===== config.mk =====
export PLATFORM = sky130hd
export DESIGN_NAME = meq_ram
export DESIGN_NICKNAME = d
export VERILOG_FILES = /design/src/hw/rtl/meq_ram.sv
export SDC_FILE = /design/constraint.sdc
export NUM_CORES = 1
export LEC_CHECK = 0
export BUFFER_PORTS_ARGS = -buffer_cell sky130_fd_sc_hd__buf_2
export CAP_MARGIN = 40
export CORE_ASPECT_RATIO = 1.4
export CORE_MARGIN = 2
export CORE_UTILIZATION = 34
export DETAILED_ROUTE_END_ITERATION = 7
export PLACE_DENSITY = 0.57
export SYNTH_ARGS = -nofsm -noshare
export SYNTH_HDL_FRONTEND = slang
export SYNTH_SLANG_ARGS = --single-unit

===== constraint.sdc =====
create_clock -name aclk -period 2.6 [get_ports aclk]
set_input_delay 0.52 -clock aclk [delete_from_list [all_inputs] [get_ports aclk]]
set_output_delay 0.52 -clock aclk [all_outputs]
set_load 0.03 [all_outputs]

===== src/hw/rtl/meq_ram.sv =====
// Simple dual-port synchronous RAM, one write and one registered read port.
// No dependencies.
module meq_ram #(
    parameter int W  = 8,
    parameter int AW = 4
) (
    input  logic          aclk,
    input  logic          wr_en,
    input  logic [AW-1:0] wr_addr,
    input  logic [W-1:0]  wr_data,
    input  logic          rd_en,
    input  logic [AW-1:0] rd_addr,
    output logic [W-1:0]  rd_data
);

    logic [W-1:0] mem_reg [2**AW];
    logic [W-1:0] rd_data_reg;

    always_ff @(posedge aclk) begin
        if (wr_en) begin
            mem_reg[wr_addr] <= wr_data;
        end
    end

    always_ff @(posedge aclk) begin
        if (rd_en) begin
            rd_data_reg <= mem_reg[rd_addr];
        end
    end

    assign rd_data = rd_data_reg;

endmodule


# Yosys cells after proc, flatten, opt, wreduce, memory -nomap -nowiden
# Memory sizes are Yosys's and may differ from the RTL's. A register that Yosys moved wholly into a read port is not among the register bits.
# Index checks and enable logic that the tools add are counted.
dict set report totals {
  out_inout_bits 8
  n_memories 1
  in_bits 19
  ram_bits 128
  wordCells 3
  reg_bits 0
}
# name words width rd rd_ports_with_merged_regs wr line_no
set mem_list {}
lappend mem_list {mem_reg 16 8 1 1 1 16} ;# logic [W-1:0] mem_reg [2**AW];
dict set report op_classes {
  mux 2
}
# operator count
set ops {}
lappend ops {{1-bit two-way mux} 2}

# Depth between registers and ports, before layout
dict set report logic_depth {
  word_depth 2
  mapped_depth 5
  depth_no_buf 3
}

# Worst setup path before layout
# OpenSTA, ideal clock, no wires.
dict set report synth_timing {
  kind {input -> register}
  startpoint {input wr_addr[2]}
  endpoint {memory mem_reg[0][0], enable pin}
  arrival_ps 1630
  path_buffers 0
  t_required_ps 2217
  slack_ps 587
  setup_ps 383
  stages 2
  cell_sequence {or3b_2 > nor3_1}
}
# element line_no
set synth_lines {}
lappend synth_lines {{from (decl)} 9} ;# input logic [AW-1:0] wr_addr,
lappend synth_lines {{to (decl)} 16}
# Straight into the memory's write port.

==> impl_results.md <==
* Share of the cycle needed by the critical path after routing at roughly 67%
* Worst setup EP type: flop
* Fill cell instance count of the final layout at approximately 1300
* Post-route clock skew at roughly 0.0096 ns
* Syn_nets at about 250
* IR Drop Worst-Case VDD at ~0.40 mV
* 1st-iter DRT viols at about 160
* Area of the die at ~0.016 mm²
* Die Span Y at about 150 µm
* Beginning of the worst register-to-register path: mem_reg[9][4]
* Mean Syn Cell Area at approximately 23 µm²
* Static leakage power at approximately 2.2 nW
* Clock-pin slew reported for the worst setup and hold paths after clock tree synthesis at 0.06 ns
* Initial cell density of the core at a little over a third
* First-pass GRT wire length at 15800 µm
* Crit path launch type: input port
* Kind of cell adding the most delay to the critical path: buffers and inverters
* Synth cell types at 18
* Residual DRC at 0
* Drt pass-1 iters at 4
* Status: finished clean
* Master of the slowest instance on the critical path: sky130_fd_sc_hd__buf_2
* Delay contributed by the slowest stage of the critical path at 0.44 ns
* Routability congestion estimate from global placement at approximately 0.75
* Most common library cell in the layout ignoring fill and taps: sky130_fd_sc_hd__edfxtp_1
* Wirelength, routed at about 11000 µm
* Setup fix buffers added after clock tree synthesis at 0
* Final hold violation count at 0
* Sequential cell area fraction in the yosys report at 78.1%
* Number of standard cells in the layout, taps in and fillers out at around 490
* Pre-CTS setup slack at roughly 0.43 ns
* Peak clock frequency supported by timing at 574 MHz
* Hold-fix buffers at CTS at 0
* Detail Route Antenna Nets at 0
* Data arrival, critical path at ~1.9 ns
* CP max FO at 17
* Clock sinks at roughly 140
* Startpoint of the worst setup timing path: rd_addr[1]
* Count of port buffers added during placement at 26
* Clock Tree Buf Depth at 2
* Via count of the first global-routing pass at between 2000 and 3000
* Leading cell types in the layout, fill and taps excluded: sky130_fd_sc_hd__edfxtp_1, sky130_fd_sc_hd__buf_2, sky130_fd_sc_hd__buf_4
* CTS H-Tree Depth at 4
* Worst min-delay path class: in -> reg
* Pwr per Cell Area at 851 mW/mm²
* Largest register FFs at about 130
* Number of buffers created by CTS at 17
* HPWL Detailed at around 7100 µm
* Setup WS post-layout at 0.858 ns
* Max transition margin at between 40% and 50%
* Pins Over Slew Limit at 0
* Clock tree from TritonCTS: yes
* Number of cells after detailed placement at 460
* Post-route setup TNS at 0 ns
* Std-Cell Core Area at between 0.015 and 0.02 mm²
* Maximum number of pins on one net before global-route repair at 33
* Synthesis-to-layout area growth at 22.1%
* Kind of critical path: in -> reg
* Total GRT Usage at between 10% and 20%
* Grt total ovfl at 0
* Endpoints failing setup at 0
* Total number of vias at approximately 2500
* Post-synthesis cell count at around 230
* Total number of placement rows at 53
* Fraction of final layout cells sized beyond drive strength 1 at 33.3%
* Count of synthesis-stage warnings from yosys at 0
* Final net count at 306
* Pin slew with the least headroom to its limit at just over 0.8 ns
* RSZ-0062 raised after global routing: false
* Synth Register Bits at around 140
* Cell breakdown of the critical path: buf_2 > buf_12 > mux4_2 > a22oi_1 > nand2_1
* Routed WL per cell at roughly 22 µm
* Source of the worst hold timing path: wr_data[2]
* Number of gates given a new drive strength after cts at 0
* Vias per Instance at 4.98
* Endpoint required time on the critical path at 2.75 ns
* Number of placed I/O pins at 27
* Reported max-cap violation count at 0
* Post-layout min period at 1.74 ns
* Antenna violations before repair at 1
* Width of the die at between 100 and 150 µm
* Cell area after synthesis at between 0.005 and 0.006 mm²
* Cell chosen for the clock root: sky130_fd_sc_hd__clkbuf_16
* Worst path buffer plus inverter count at 2
* Clk Latency, worst-skew pair at 0.41 ns
## worst paths after layout
path | end | slack (ns) | cells past startpoint
setup reg to reg | rd_data[4] | 1.09 | 3
hold / removal | mem_reg[12][2] | 0.50 | 1
setup / recovery | rd_data[7] | 0.86 | 5
hold reg to reg | rd_data[2] | 0.74 | 3
## cells in the mapped netlist
| library cell | instances | area, µm² |
|---|---|---|
| sky130_fd_sc_hd__buf_2 | 3 | 15.0 |
| sky130_fd_sc_hd__mux4_2 | 18 | 405 |
| sky130_fd_sc_hd__edfxtp_1 | 136 | 4080 |
| sky130_fd_sc_hd__and2b_1 | 1 | 7.51 |
| sky130_fd_sc_hd__buf_4 | 1 | 7.51 |
| sky130_fd_sc_hd__and2_1 | 1 | 6.26 |
| sky130_fd_sc_hd__mux4_1 | 14 | 368 |
| sky130_fd_sc_hd__nand2_1 | 9 | 33.8 |
| sky130_fd_sc_hd__or3b_2 | 1 | 8.76 |
| sky130_fd_sc_hd__a22oi_1 | 16 | 120 |
| sky130_fd_sc_hd__nand2b_1 | 2 | 12.5 |
| sky130_fd_sc_hd__nor2_1 | 13 | 48.8 |
| sky130_fd_sc_hd__clkdlybuf4s25_2 | 3 | 30.0 |
| sky130_fd_sc_hd__nand3_1 | 1 | 5.00 |
| sky130_fd_sc_hd__buf_6 | 3 | 33.8 |
| sky130_fd_sc_hd__nand3b_1 | 2 | 15.0 |
| sky130_fd_sc_hd__nor2b_1 | 1 | 6.26 |
| sky130_fd_sc_hd__nor3_1 | 4 | 20.0 |
## logic make-up after synthesis
group           Yosys count  synth area share [%]
buf+inv                  10                  1.65
compound gates           16                  2.30
simple gates             35                  3.14
mux                      32                  14.8
flops                   136                  78.1
## stage by stage
stage               total power [W]  util (%)  instance area [µm²]  hold WS [ns]
floorplan                   0.00267         -                 5230         0.619
global placement            0.00277      37.9                 5710         0.732
detailed placement          0.00278      37.9                 5710         0.729
CTS                         0.00548      42.4                 6380         0.490
global route                0.00558      42.4                 6380         0.500
finish                      0.00543      42.4                 6380         0.497
## report_power, final
part	leakage [nW]	total (W)	switching (W)	internal (W)
clock network	0.320	0.00270	0.000900	0.00180
registers	1.24	0.00248	0.0000129	0.00247
logic	0.605	0.000244	0.000147	0.0000969
## metal layers
metal / up-vias / wire (µm) / global-route usage (%)
li1: 1095 / - / -
met1: 1283 / 4530 / 17.9
met2: 69 / 5430 / 23.3
met3: 7 / 519 / 3.38
met4: 0 / 143 / 5.26
met5: - / 0 / 0
## final cells by class
| type | instances | area (µm²) | share of cell area [%] |
|---|---|---|---|
| diodes | 1 | 2.50 | 0.0392 |
| multi-input cells | 83 | 1060 | 16.6 |
| repair buffers | 49 | 328 | 5.13 |
| flip-flops and latches | 136 | 4080 | 64.0 |
| clock buffers | 17 | 425 | 6.66 |
| well taps | 192 | 240 | 3.76 |
| clock inverters | 15 | 248 | 3.88 |
(Power assumes the default switching activity.)
